**src/hw/rtl/pngd_pkg.sv**
```systemverilog
// ---------------------------------------------------------------------------
// PNG chunk deframer package
// Shared types, constants and the byte-wide CRC-32 update.
// ---------------------------------------------------------------------------
package pngd_pkg;

  // Number of signature bytes skipped at the start of a file (0..8).
  localparam int unsigned SIG_BYTES = 8;

  localparam logic [31:0] CRC_PRESET = 32'hFFFF_FFFF;
  localparam logic [31:0] CRC_POLY   = 32'hEDB8_8320;

  // One input beat as held in the input register.
  typedef struct packed {
    logic [7:0] data_byte;
    logic       start_of_file;
  } pngd_beat_t;

  // One chunk record.
  typedef struct packed {
    logic [31:0] chunk_type;
    logic [31:0] chunk_length;
    logic [31:0] stored_crc;
    logic        crc_bad;
    logic        file_bad;
  } pngd_rec_t;

  // Reflected CRC-32 update over one byte, LSB first.
  function automatic logic [31:0] crc_byte(input logic [31:0] crc_in, input logic [7:0] b);
    logic [31:0] c;
    c = crc_in ^ {24'h0, b};
    for (int i = 0; i < 8; i++) begin
      if (c[0]) begin
        c = (c >> 1) ^ CRC_POLY;
      end else begin
        c = c >> 1;
      end
    end
    return c;
  endfunction

endpackage

```
**src/hw/rtl/pngd_in_if.sv**
```systemverilog
// ---------------------------------------------------------------------------
// PNG deframer byte channel
// Valid/ready channel carrying one file byte and the start-of-file flag.
// ---------------------------------------------------------------------------
interface pngd_in_if;
  logic       valid;
  logic       ready;
  logic [7:0] data_byte;
  logic       start_of_file;

  modport source (output valid, output data_byte, output start_of_file, input ready);
  modport sink   (input valid, input data_byte, input start_of_file, output ready);
endinterface

```
**src/hw/rtl/pngd_out_if.sv**
```systemverilog
// ---------------------------------------------------------------------------
// PNG deframer record channel
// Valid/ready channel carrying one chunk record.
// ---------------------------------------------------------------------------
interface pngd_out_if;
  logic        valid;
  logic        ready;
  logic [31:0] chunk_type;
  logic [31:0] chunk_length;
  logic [31:0] stored_crc;
  logic        crc_bad;
  logic        file_bad;

  modport source (output valid, output chunk_type, output chunk_length,
                  output stored_crc, output crc_bad, output file_bad, input ready);
  modport sink   (input valid, input chunk_type, input chunk_length,
                  input stored_crc, input crc_bad, input file_bad, output ready);
endinterface

```
**src/hw/rtl/pngd_in_stage.sv**
```systemverilog
// ---------------------------------------------------------------------------
// PNG deframer input register
// Holds one accepted beat until the parser consumes it.
// ---------------------------------------------------------------------------
module pngd_in_stage (
  input  logic              clk_i,
  input  logic              rst_ni,
  pngd_in_if.sink           in_i,
  input  logic              take_i,
  output logic              valid_o,
  output pngd_pkg::pngd_beat_t beat_o
);
  import pngd_pkg::*;

  logic       valid_q, valid_d;
  pngd_beat_t beat_q;
  logic       fire;

  assign in_i.ready = !valid_q || take_i;
  assign fire       = in_i.valid && in_i.ready;

  always_comb begin
    valid_d = valid_q;
    if (fire) begin
      valid_d = 1'b1;
    end else if (take_i) begin
      valid_d = 1'b0;
    end
  end

  always_ff @(posedge clk_i or negedge rst_ni) begin
    if (!rst_ni) begin
      valid_q <= 1'b0;
    end else begin
      valid_q <= valid_d;
    end
  end

  always_ff @(posedge clk_i) begin
    if (fire) begin
      beat_q.data_byte     <= in_i.data_byte;
      beat_q.start_of_file <= in_i.start_of_file;
    end
  end

  assign valid_o = valid_q;
  assign beat_o  = beat_q;
endmodule

```
**src/hw/rtl/pngd_parser.sv**
```systemverilog
// ---------------------------------------------------------------------------
// PNG deframer chunk parser
// Field sequencer, data counter and running CRC; flags a record on the
// last CRC byte of each chunk.
// ---------------------------------------------------------------------------
module pngd_parser (
  input  logic                 clk_i,
  input  logic                 rst_ni,
  input  logic                 step_i,
  input  pngd_pkg::pngd_beat_t beat_i,
  output logic                 rec_valid_o,
  output pngd_pkg::pngd_rec_t  rec_o
);
  import pngd_pkg::*;

  localparam logic [2:0] PH_SIG  = 3'd0;
  localparam logic [2:0] PH_LEN  = 3'd1;
  localparam logic [2:0] PH_TYPE = 3'd2;
  localparam logic [2:0] PH_DATA = 3'd3;
  localparam logic [2:0] PH_CRC  = 3'd4;

  localparam logic [2:0] PhReset  = (SIG_BYTES == 0) ? PH_LEN : PH_SIG;
  localparam logic [3:0] SigBytes = 4'(SIG_BYTES);
  localparam logic [2:0] LastByte = 3'd3;

  logic [2:0]  phase_q, phase_d;
  logic [2:0]  cnt_q, cnt_d;
  logic [31:0] rem_q, rem_d;
  logic [31:0] len_q, len_d;
  logic [31:0] type_q, type_d;
  logic [31:0] crc_q, crc_d;
  logic [31:0] scrc_q, scrc_d;
  logic        anybad_q, anybad_d;

  // State as seen by this byte, after a start-of-file restart.
  logic [2:0]  ph;
  logic [2:0]  cnt;
  logic [31:0] rem;
  logic [31:0] len;
  logic [31:0] typ;
  logic [31:0] crc;
  logic [31:0] scrc;
  logic        anybad;
  logic        last;
  logic [31:0] crc_upd;
  logic [31:0] rem_dec;
  logic        bad;
  logic [7:0]  b;

  always_comb begin
    b = beat_i.data_byte;
    if (beat_i.start_of_file) begin
      ph     = PhReset;
      cnt    = 3'd0;
      rem    = 32'd0;
      len    = 32'd0;
      typ    = 32'd0;
      crc    = CRC_PRESET;
      scrc   = 32'd0;
      anybad = 1'b0;
    end else begin
      ph     = phase_q;
      cnt    = cnt_q;
      rem    = rem_q;
      len    = len_q;
      typ    = type_q;
      crc    = crc_q;
      scrc   = scrc_q;
      anybad = anybad_q;
    end

    last    = (cnt == LastByte);
    crc_upd = crc_byte(crc, b);
    rem_dec = rem - 32'd1;
    bad     = ((~crc) != {scrc[23:0], b});

    phase_d     = ph;
    cnt_d       = cnt;
    rem_d       = rem;
    len_d       = len;
    type_d      = typ;
    crc_d       = crc;
    scrc_d      = scrc;
    anybad_d    = anybad;
    rec_valid_o = 1'b0;

    case (ph)
      PH_SIG: begin
        if (({1'b0, cnt} + 4'd1) >= SigBytes) begin
          phase_d = PH_LEN;
          cnt_d   = 3'd0;
        end else begin
          cnt_d = cnt + 3'd1;
        end
      end
      PH_LEN: begin
        len_d = {len[23:0], b};
        if (last) begin
          phase_d = PH_TYPE;
          cnt_d   = 3'd0;
        end else begin
          cnt_d = cnt + 3'd1;
        end
      end
      PH_TYPE: begin
        crc_d  = crc_upd;
        type_d = {typ[23:0], b};
        if (last) begin
          cnt_d   = 3'd0;
          rem_d   = len;
          phase_d = (len != 32'd0) ? PH_DATA : PH_CRC;
        end else begin
          cnt_d = cnt + 3'd1;
        end
      end
      PH_DATA: begin
        crc_d = crc_upd;
        rem_d = rem_dec;
        if (rem_dec == 32'd0) begin
          phase_d = PH_CRC;
          cnt_d   = 3'd0;
        end
      end
      PH_CRC: begin
        scrc_d = {scrc[23:0], b};
        if (!last) begin
          cnt_d = cnt + 3'd1;
        end else begin
          anybad_d    = anybad | bad;
          rec_valid_o = 1'b1;
          phase_d     = PH_LEN;
          cnt_d       = 3'd0;
          crc_d       = CRC_PRESET;
        end
      end
      default: begin
        phase_d = PH_LEN;
        cnt_d   = 3'd0;
      end
    endcase

    rec_o.chunk_type   = typ;
    rec_o.chunk_length = len;
    rec_o.stored_crc   = {scrc[23:0], b};
    rec_o.crc_bad      = bad;
    rec_o.file_bad     = anybad | bad;
  end

  always_ff @(posedge clk_i or negedge rst_ni) begin
    if (!rst_ni) begin
      phase_q  <= PhReset;
      cnt_q    <= 3'd0;
      rem_q    <= 32'd0;
      len_q    <= 32'd0;
      type_q   <= 32'd0;
      crc_q    <= CRC_PRESET;
      scrc_q   <= 32'd0;
      anybad_q <= 1'b0;
    end else if (step_i) begin
      phase_q  <= phase_d;
      cnt_q    <= cnt_d;
      rem_q    <= rem_d;
      len_q    <= len_d;
      type_q   <= type_d;
      crc_q    <= crc_d;
      scrc_q   <= scrc_d;
      anybad_q <= anybad_d;
    end
  end
endmodule

```
**src/hw/rtl/pngd_out_stage.sv**
```systemverilog
// ---------------------------------------------------------------------------
// PNG deframer result register
// Holds one chunk record until the downstream side takes it.
// ---------------------------------------------------------------------------
module pngd_out_stage (
  input  logic                clk_i,
  input  logic                rst_ni,
  input  logic                load_i,
  input  pngd_pkg::pngd_rec_t rec_i,
  output logic                space_o,
  pngd_out_if.source          out_o
);
  import pngd_pkg::*;

  logic      valid_q, valid_d;
  pngd_rec_t rec_q;

  assign space_o = !valid_q || out_o.ready;

  always_comb begin
    valid_d = valid_q;
    if (load_i) begin
      valid_d = 1'b1;
    end else if (out_o.ready) begin
      valid_d = 1'b0;
    end
  end

  always_ff @(posedge clk_i or negedge rst_ni) begin
    if (!rst_ni) begin
      valid_q <= 1'b0;
    end else begin
      valid_q <= valid_d;
    end
  end

  always_ff @(posedge clk_i) begin
    if (load_i) begin
      rec_q <= rec_i;
    end
  end

  assign out_o.valid        = valid_q;
  assign out_o.chunk_type   = rec_q.chunk_type;
  assign out_o.chunk_length = rec_q.chunk_length;
  assign out_o.stored_crc   = rec_q.stored_crc;
  assign out_o.crc_bad      = rec_q.crc_bad;
  assign out_o.file_bad     = rec_q.file_bad;
endmodule

```
**src/hw/rtl/png_chunk_deframe_crc_check.sv**
```systemverilog
// ---------------------------------------------------------------------------
// PNG chunk deframer with CRC-32 check
// Parses a PNG byte stream into chunks and reports one record per chunk.
// ---------------------------------------------------------------------------
// The block takes one byte per clock and, stalls aside, sustains that rate
// indefinitely. A byte lands in an input register and is parsed when it steps
// out of it; type and data bytes are folded into the CRC there. A chunk record
// is loaded into the result register as its last CRC byte steps and then
// appears on the output channel. The byte-wide CRC update feeds the running
// CRC register. Raising start_of_file on a byte restarts the parser and the
// file-bad flag with that byte; a chunk cut short produces no record.
module png_chunk_deframe_crc_check (
  input  logic        clk_i,
  input  logic        rst_ni,
  pngd_in_if.sink     byte_i,
  pngd_out_if.source  rec_o
);
  import pngd_pkg::*;

  logic       in_valid;
  pngd_beat_t beat;
  logic       rec_valid;
  pngd_rec_t  rec;
  logic       out_space;
  logic       step;

  // A byte without a record may always move on; one with a record needs room.
  assign step = in_valid && (!rec_valid || out_space);

  pngd_in_stage u_in_stage (
    .clk_i   (clk_i),
    .rst_ni  (rst_ni),
    .in_i    (byte_i),
    .take_i  (step),
    .valid_o (in_valid),
    .beat_o  (beat)
  );

  pngd_parser u_parser (
    .clk_i       (clk_i),
    .rst_ni      (rst_ni),
    .step_i      (step),
    .beat_i      (beat),
    .rec_valid_o (rec_valid),
    .rec_o       (rec)
  );

  pngd_out_stage u_out_stage (
    .clk_i   (clk_i),
    .rst_ni  (rst_ni),
    .load_i  (step && rec_valid),
    .rec_i   (rec),
    .space_o (out_space),
    .out_o   (rec_o)
  );
endmodule
```
**src/flat_wrapper.sv**
```systemverilog
// flat-port wrapper written by rule: the top's interface ports become plain ports
module png_chunk_deframe_crc_check_flat import pngd_pkg::*;
  (clk_i, rst_ni, byte_i_valid, byte_i_data_byte, byte_i_start_of_file, byte_i_ready, rec_o_valid, rec_o_chunk_type, rec_o_chunk_length, rec_o_stored_crc, rec_o_crc_bad, rec_o_file_bad, rec_o_ready);
  pngd_in_if byte_i_i ();
  pngd_out_if rec_o_i ();
  input  logic clk_i;
  input  logic rst_ni;
  input wire logic [$bits(byte_i_i.valid)-1:0] byte_i_valid;
  input wire logic [$bits(byte_i_i.data_byte)-1:0] byte_i_data_byte;
  input wire logic [$bits(byte_i_i.start_of_file)-1:0] byte_i_start_of_file;
  output wire logic [$bits(byte_i_i.ready)-1:0] byte_i_ready;
  output wire logic [$bits(rec_o_i.valid)-1:0] rec_o_valid;
  output wire logic [$bits(rec_o_i.chunk_type)-1:0] rec_o_chunk_type;
  output wire logic [$bits(rec_o_i.chunk_length)-1:0] rec_o_chunk_length;
  output wire logic [$bits(rec_o_i.stored_crc)-1:0] rec_o_stored_crc;
  output wire logic [$bits(rec_o_i.crc_bad)-1:0] rec_o_crc_bad;
  output wire logic [$bits(rec_o_i.file_bad)-1:0] rec_o_file_bad;
  input wire logic [$bits(rec_o_i.ready)-1:0] rec_o_ready;
  assign byte_i_i.valid = byte_i_valid;
  assign byte_i_i.data_byte = byte_i_data_byte;
  assign byte_i_i.start_of_file = byte_i_start_of_file;
  assign byte_i_ready = byte_i_i.ready;
  assign rec_o_valid = rec_o_i.valid;
  assign rec_o_chunk_type = rec_o_i.chunk_type;
  assign rec_o_chunk_length = rec_o_i.chunk_length;
  assign rec_o_stored_crc = rec_o_i.stored_crc;
  assign rec_o_crc_bad = rec_o_i.crc_bad;
  assign rec_o_file_bad = rec_o_i.file_bad;
  assign rec_o_i.ready = rec_o_ready;
  png_chunk_deframe_crc_check u_core (.clk_i(clk_i), .rst_ni(rst_ni), .byte_i(byte_i_i), .rec_o(rec_o_i));
endmodule
```
**config.mk**
```make
export PLATFORM = sky130hd
export DESIGN_NAME = png_chunk_deframe_crc_check_flat
export DESIGN_NICKNAME = d
export VERILOG_FILES = /design/src/hw/rtl/pngd_pkg.sv /design/src/hw/rtl/pngd_in_if.sv /design/src/hw/rtl/pngd_out_if.sv /design/src/hw/rtl/pngd_in_stage.sv /design/src/hw/rtl/pngd_parser.sv /design/src/hw/rtl/pngd_out_stage.sv /design/src/hw/rtl/png_chunk_deframe_crc_check.sv /design/src/flat_wrapper.sv
export SDC_FILE = /design/constraint.sdc
export NUM_CORES = 1
export LEC_CHECK = 0
export BUFFER_PORTS_ARGS = -buffer_cell sky130_fd_sc_hd__buf_4
export CAP_MARGIN = 20
export CORE_ASPECT_RATIO = 1.75
export CORE_UTILIZATION = 55
export DETAILED_ROUTE_END_ITERATION = 12
export PLACE_DENSITY_LB_ADDON = 0.1
export SLEW_MARGIN = 20
export SYNTH_ARGS = -nofsm -noshare
export SYNTH_HDL_FRONTEND = slang
export SYNTH_SLANG_ARGS = --single-unit
```
**constraint.sdc**
```tcl
create_clock -name clk_i -period 13.55 [get_ports clk_i]
set_input_delay 2.0325 -clock clk_i [delete_from_list [all_inputs] [get_ports clk_i]]
set_output_delay 2.0325 -clock clk_i [all_outputs]
set_load 0.05 [all_outputs]
```
==> metrics.md, run 1 <==
| Metric | Value |
|---|---|
| Aggregate global routing overflow | `0` |
| Flops & latches, synth | `268` |
| Yosys cell types | `74` |
| Count of final setup violators | `0` |
| WP buf/inv | `2` |
| Post-Synth XOR/XNOR Area | `5.86%` |
| Leak Pwr | `5.99 nW` |
| Initial Utilization | `55.9%` |
| Gp weighted congestion | `0.986` |
| Post-synth ARST share | `60.1%` |
| Critical Path Source Type | `flop` |
| CP delay by family, top | `simple AND/OR/NAND/NOR gates` |
| WS Path Type | `flop to output port` |
| Leading area contributor after synthesis | `dfrtp_1` |
| Synthesized netlist net count | `1287` |
| VDD IR max | `0.000122 V` |
| Predominant post-synthesis flop cell | `dfrtp_1` |
| DIE HEIGHT | `208 um` |
| Post-synthesis simple-gate area fraction | `16.7%` |
| RSZ-0062 raised after global routing | `false` |
| # hold bufs at CTS | `0` |
| Minimum clock period | `5.75 ns` |
| Area grow syn2layout | `14.5%` |
| Register area share after synthesis | `54.4%` |
| # IOs | `113` |
| Synth Cell Area | `13400 um2` |
| Max FO, Critical Path | `27` |
| Cts repair resizes | `0` |
| Slowest CP cell | `clkinv_1` |
| Vias | `10.5k` |
| HPWL after DPL | `26800 um` |
| Clk sinks | `268` |
| Crit-path cells | `clkinv_1 > nand2_1 > ha_1 > nand2_1 > or3_1 > buf_4` |
| CTS Buffer Depth | `3` |
| Worst Tran Pin Value | `1.06 ns` |
| Most used cell, CP | `nand2_1` |
| Syn Area/Cell | `10.6 um2` |
| Final setup TNS | `0 ns` |
| # placed instances | `1607` |
| Compound-cell area share of the yosys netlist | `16.3%` |
| Core area | `23900 um2` |
| Total power | `2.04 mW` |
| Overall Global Routing Usage | `32.8%` |
| TritonCTS clock tree | `built` |
| Fin Clk Skew | `0.0288 ns` |
| Post-CTS setup buffers | `0` |
| WP data required | `11.52 ns` |
| Wire per inst | `24.3 um` |
| DRC Markers | `0` |
| Vias in the first global route | `10.4k` |
| Hold Violations, Final | `0` |
| Most frequent cell after synthesis | `dfrtp_1` |
| Clock root buffer | `clkbuf_16` |
| Yosys warns | `0` |
| Tcrit/Tclk final | `42.4%` |
| Hold crit path type | `flop to flop` |
| CP arrival | `3.72 ns` |
| Initial detailed-routing violation count | `830` |
| Antenna Cells | `0` |
| Ratio of cells with drive above 1 in the final layout | `16.7%` |
| Net count, final | `1348` |
| Die area | `25000 um2` |
| IO buf count | `112` |
| Largest family of logic cells by synthesized area | `simple AND/OR/NAND/NOR gates` |
| Achievable clock frequency | `174 MHz` |
| Worst setup EP type | `output port` |
| Pre-antenna DRT Iters | `5` |
| Synth top area share | `24.1%` |
| Max Cap Viol | `0` |
| Post-synthesis mux area share | `2.70%` |
| Cell count after synthesis | `1266` |
| Adder-cell share of the synthesized area | `0.823%` |
| Synth cell count leaders | `dfrtp_1 (129), nand2_1 (117), edfxtp_1 (107), nor2b_1 (94), o21ai_0 (89)` |
| Routed vias/inst | `6.36` |
| Outcome | `finished clean` |
| Reg clk slew, reported paths | `0.07 ns` |
| Power per Cell Area | `133 nW/um2` |
| Largest net degree at the start of global routing | `166` |
| Num CTS Buffers | `26` |
| DRT Wirelength | `40200 um` |
| Max-slew headroom | `28.9%` |
| Fin util | `64.0%` |
| Layout Cells excl Fill | `1655` |
| First-pass GRT wire length | `62300 um` |
| Clock latency on the worst-skew pair | `0.57 ns` |
| Max Slew Vio Count | `0` |
| Row count | `75` |
| Antenna violations before repair | `0` |
| EDFF count, synth | `107` |
| Die W | `120 um` |
| CP peak stage delay | `0.85 ns` |
| CTS H-tree depth | `1` |
| Largest cells by area after synthesis | `dfrtp_1 (24%), edfxtp_1 (24%), dfstp_2 (6.3%)` |
| Post-DRT Antenna Nets | `0` |
-- layout by cell type, fill, tap and decap left out, types with 11 or more instances in the layout --
| cell type | synthesis | final |
|---|---|---|
| a22oi_1 | 31 | 31 |
| xnor2_1 | 68 | 68 |
| edfxtp_1 | 107 | 107 |
| xor2_1 | 19 | 19 |
| nor3_1 | 28 | 26 |
| dfrtp_1 | 129 | 129 |
| dfstp_2 | 32 | 32 |
| a221oi_1 | 11 | 11 |
| nand4_1 | 12 | 12 |
| nand2_1 | 117 | 117 |
| o22ai_1 | 17 | 17 |
| clkbuf_16 | 0 | 27 |
| buf_4 | 0 | 127 |
| a22o_1 | 43 | 43 |
| a21oi_1 | 52 | 52 |
| inv_1 | 12 | 12 |
| nor2_1 | 86 | 84 |
| mux2i_1 | 35 | 35 |
| nor4_1 | 28 | 26 |
| o21ai_0 | 89 | 89 |
| nor2b_1 | 94 | 94 |
-- cell type report --
type / count / area, um2
well taps: 308 / 385
clock inverters: 15 / 160
clock buffers: 33 / 718
inverters: 13 / 48.8
flip-flops and latches: 268 / 7280
multi-input cells: 889 / 5740
repair buffers: 129 / 985
fillers: 1928 / 8610
-- cells by family after synthesis --
| kind of cell | Yosys count |
|---|---|
| adders and majority gates | 9 |
| xor gates and xnor gates | 88 |
| buffers and inverters | 109 |
| AOI/OAI and AO/OA | 326 |
| muxes | 36 |
| and+or+nand+nor | 430 |
| DFF | 268 |
-- final timing paths --
path                                                              from  slack (ns)                                      to  cells past startpoint
worst max-delay path             u_core.u_in_stage.beat_o[0]$_DFFE_PP_        7.80                            byte_i_ready                      6
worst min-delay path            u_core.u_parser.type_q[27]$_DFFE_PN0P_        0.50  u_core.u_parser.type_q[27]$_DFFE_PN0P_                      1
worst max register to register   u_core.u_in_stage.beat_o[0]$_DFFE_PP_        8.74  u_core.u_parser.phase_q[0]$_DFFE_PN0P_                     12
worst min register to register  u_core.u_parser.type_q[27]$_DFFE_PN0P_        0.50  u_core.u_parser.type_q[27]$_DFFE_PN0P_                      1
max in group asynchronous                                       rst_ni       10.54  u_core.u_parser.type_q[12]$_DFFE_PN0P_                      2
min in group asynchronous                                       rst_ni        1.51   u_core.u_parser.len_q[23]$_DFFE_PN0P_                      1
-- flip-flops by register name (all words and copies together) (netlist names), 24 cells and up --
| register | flops |
|---|---|
| u_core.u_parser.type_q | 32 |
| u_core.u_parser.rem_q | 32 |
| u_core.u_out_stage.out_o.stored_crc | 32 |
| u_core.u_out_stage.out_o.chunk_type | 32 |
| u_core.u_parser.len_q | 32 |
| u_core.u_parser.scrc_q | 24 |
| u_core.u_parser.crc_q | 32 |
| u_core.u_out_stage.out_o.chunk_length | 32 |
-- metal layers --
layer | track usage [%] | vias up | share of wire [%]
li1 | - | 4760 | -
met5 | 0 | - | 0
met3 | 4.71 | 143 | 5.0
met4 | 19.5 | 0 | 6.4
met2 | 57.8 | 385 | 53
met1 | 37.0 | 5233 | 36
-- power breakdown --
part	leakage [nW]	switching [mW]	total (mW)	internal (mW)
clock network	0.416	0.331	0.749	0.418
logic	2.51	0.217	0.352	0.135
registers	3.06	0.0608	0.937	0.876
total	5.99	0.609	2.04	1.43
-- stage by stage --
stage	hold WS (ns)	setup slack [ns]	area, um2
after CTS	0.495	7.86	15300
after global routing	0.510	7.64	15300
after detailed placement	0.481	8.48	14400
final	0.499	7.80	15300
after global placement	0.478	8.56	14400
after floorplan	0.458	6.07	13400
Note: power is estimated with default switching activity, not from simulation.
==> run 2, diff against run 1 <==
--- a/config.mk
+++ b/config.mk
@@ -8,7 +8,7 @@
 export BUFFER_PORTS_ARGS = -buffer_cell sky130_fd_sc_hd__buf_4
 export CAP_MARGIN = 20
 export CORE_ASPECT_RATIO = 1.75
-export CORE_UTILIZATION = 55
+export CORE_UTILIZATION = 54
 export DETAILED_ROUTE_END_ITERATION = 12
 export PLACE_DENSITY_LB_ADDON = 0.1
 export SLEW_MARGIN = 20
==> constraint.sdc (replaced) <==
create_clock -name clk_i -period 4.9 [get_ports clk_i]
set_input_delay 0.735 -clock clk_i [delete_from_list [all_inputs] [get_ports clk_i]]
set_output_delay 0.735 -clock clk_i [all_outputs]
set_load 0.05 [all_outputs]
==> run 2 against run 1 <==
Register-to-register slack got worse by 7.8 ns; via count up 1.8%; sequential share of layout area fell by 0.14 points; largest power group unchanged; critical path depth is 1 higher; sequential power increased to 2.8 times the previous value; first-iteration DRC count grew 29%; total power increased to 2.7 times the previous value; cell area rose by 0.29%; clock-buffer cell count rose by 4.
==> metrics.md, run 2 (synthesis results as in run 1) <==
| Metric | Value |
|---|---|
| Max-slew headroom | `32.8%` |
| Hold Violations, Final | `0` |
| Pre-antenna DRT Iters | `6` |
| Internal | `3.93 mW` |
| IO buf count | `112` |
| Routed vias/inst | `6.44` |
| Power per Cell Area | `362 nW/um2` |
| CP arrival | `3.29 ns` |
| Net count, final | `1360` |
| CP peak stage delay | `0.50 ns` |
| HPWL after DPL | `27300 um` |
| Row count | `75` |
| Critical Path Source Type | `flop` |
| WS Path Type | `flop to output port` |
| Max FO, Critical Path | `165` |
| Vias in the first global route | `10.7k` |
| Achievable clock frequency | `248 MHz` |
| Minimum clock period | `4.03 ns` |
| Tcrit/Tclk final | `82.2%` |
| VDD IR max | `0.000310 V` |
| RSZ-0062 raised after global routing | `false` |
| Clk sinks | `268` |
| Die W | `121 um` |
| Initial detailed-routing violation count | `1067` |
| Ratio of cells with drive above 1 in the final layout | `16.9%` |
| Finished Cell Area | `15400 um2` |
| Core area | `24100 um2` |
| Cts repair resizes | `0` |
| Clock root buffer | `clkbuf_16` |
| Reg clk slew, reported paths | `0.07 ns` |
| Fin Clk Skew | `0.0124 ns` |
| Dpl cell area | `14500 um2` |
| Antenna Cells | `0` |
| DRC Markers | `0` |
| Overall Global Routing Usage | `32.6%` |
| Hold crit path type | `input port to async pin` |
| Crit-path cells | `buf_12 > nor2b_1 > ha_1 > ha_1 > nand2_1 > or3_1 > buf_4` |
| Count of final setup violators | `0` |
| Worst Tran Pin Value | `0.999 ns` |
| Clock latency on the worst-skew pair | `0.53 ns` |
| Aggregate global routing overflow | `0` |
| Sw Ratio | `29.3%` |
| WP data required | `4.16 ns` |
| Comb pwr share | `18.1%` |
| Vias | `10.7k` |
| Largest net degree at the start of global routing | `166` |
| Max Slew Vio Count | `0` |
| Initial Utilization | `55.5%` |
| Area grow syn2layout | `14.8%` |
| Outcome | `finished clean` |
| TritonCTS clock tree | `built` |
| First-pass GRT wire length | `62700 um` |
| Leak Pwr | `6.05 nW` |
| DIE HEIGHT | `210 um` |
| Num CTS Buffers | `25` |
| Most used cell, CP | `ha_1` |
| Switching power | `1.63 mW` |
| DRT Wirelength | `40200 um` |
| Clk pwr share | `35.4%` |
| Commonest non-fill, non-tap cell in the layout | `buf_4` |
| Wire per inst | `24.2 um` |
| CTS Buffer Depth | `3` |
| Slowest CP cell | `or3_1` |
| CTS H-tree depth | `1` |
| Final setup TNS | `0 ns` |
| # IOs | `113` |
| Antenna violations before repair | `0` |
| Die area | `25400 um2` |
| # hold bufs at CTS | `0` |
| Post-CTS setup buffers | `0` |
| Max Cap Viol | `0` |
| Sequential Power Share | `46.5%` |
| Worst setup EP type | `output port` |
| Post-DRT Antenna Nets | `0` |
| Most frequent cells in the layout | `buf_4 (139), dfrtp_1 (129), nand2_1 (117)` |
| Gp weighted congestion | `0.969` |
-- run 2: cell types whose count changed in the layout (fill, tap and decap cells not counted), moves of 2 or more --
cell        before  now
clkinv_1         1    3
buf_4          127  139
clkbuf_1         4    6
clkinv_4         2    0
clkbuf_8         2    4
clkinvlp_4       5    0
-- run 2: layer usage --
layer	vias up	routed length [um]	part of all wire, %	global-route usage [%]
met1	5316	14500	36	37.5
met2	451	20900	52	56.7
met3	172	2100	5.2	4.76
li1	4776	-	-	-
met4	0	2820	7.0	20.3
met5	-	0	0	0
-- run 2: per-stage QoR --
stage	setup WS, ns	util [%]	hold slack [ns]	power (mW)	instances
detailed placement	1.03	60.3	0.481	3.61	1619
global placement	1.16	60.3	0.476	3.60	1619
CTS	0.872	63.7	0.264	5.56	1664
finish	0.871	63.7	0.238	5.56	1665
global route	0.569	63.7	0.303	5.75	1665
floorplan	0.169	-	0.439	3.26	1266
-- run 2: power groups by stage --
stage	clock network (mW)	logic, mW	registers, mW
detailed placement	0	0.984	2.62
global route	2.07	1.09	2.59
global placement	0	0.976	2.62
CTS	1.99	0.992	2.58
finish	1.97	1.01	2.59
floorplan	0	0.715	2.55
-- run 2: critical path, delay by kind of cell (launching register included) --
kind | cells | cell delay, ns
fa+ha+maj | 2 | 0.65
buf+inv | 2 | 0.54
simple gates | 3 | 1.10
flops | 1 | 0.44
-- run 2: layout make-up --
class                           instances  area (um2)
Clock buffer                           37         753
Timing Repair Buffer                  142        1090
Inverter                               13        48.8
Fill cell                            1985        8750
Multi-Input combinational cell        889        5730
Clock inverter                          8        68.8
Sequential cell                       268        7280
Tap cell                              308         385
-- run 2: path summary, 6_finish.rpt --
path	depth (start not counted)	slack, ns	end	from
max	7	0.87	byte_i_ready	u_core.u_in_stage.beat_o[0]$_DFFE_PP_
min	1	0.24	u_core.u_parser.len_q[24]$_DFFE_PN0P_	rst_ni
max reg2reg	10	0.98	u_core.u_parser.type_q[27]$_DFFE_PN0P_	u_core.u_in_stage.beat_o[0]$_DFFE_PP_
min reg2reg	1	0.50	u_core.u_parser.type_q[24]$_DFFE_PN0P_	u_core.u_parser.type_q[24]$_DFFE_PN0P_
max in group asynchronous	2	3.69	u_core.u_parser.type_q[3]$_DFFE_PN0P_	rst_ni
min in group clk_i	1	0.38	u_core.u_in_stage.beat_o[5]$_DFFE_PP_	byte_i_data_byte[4]
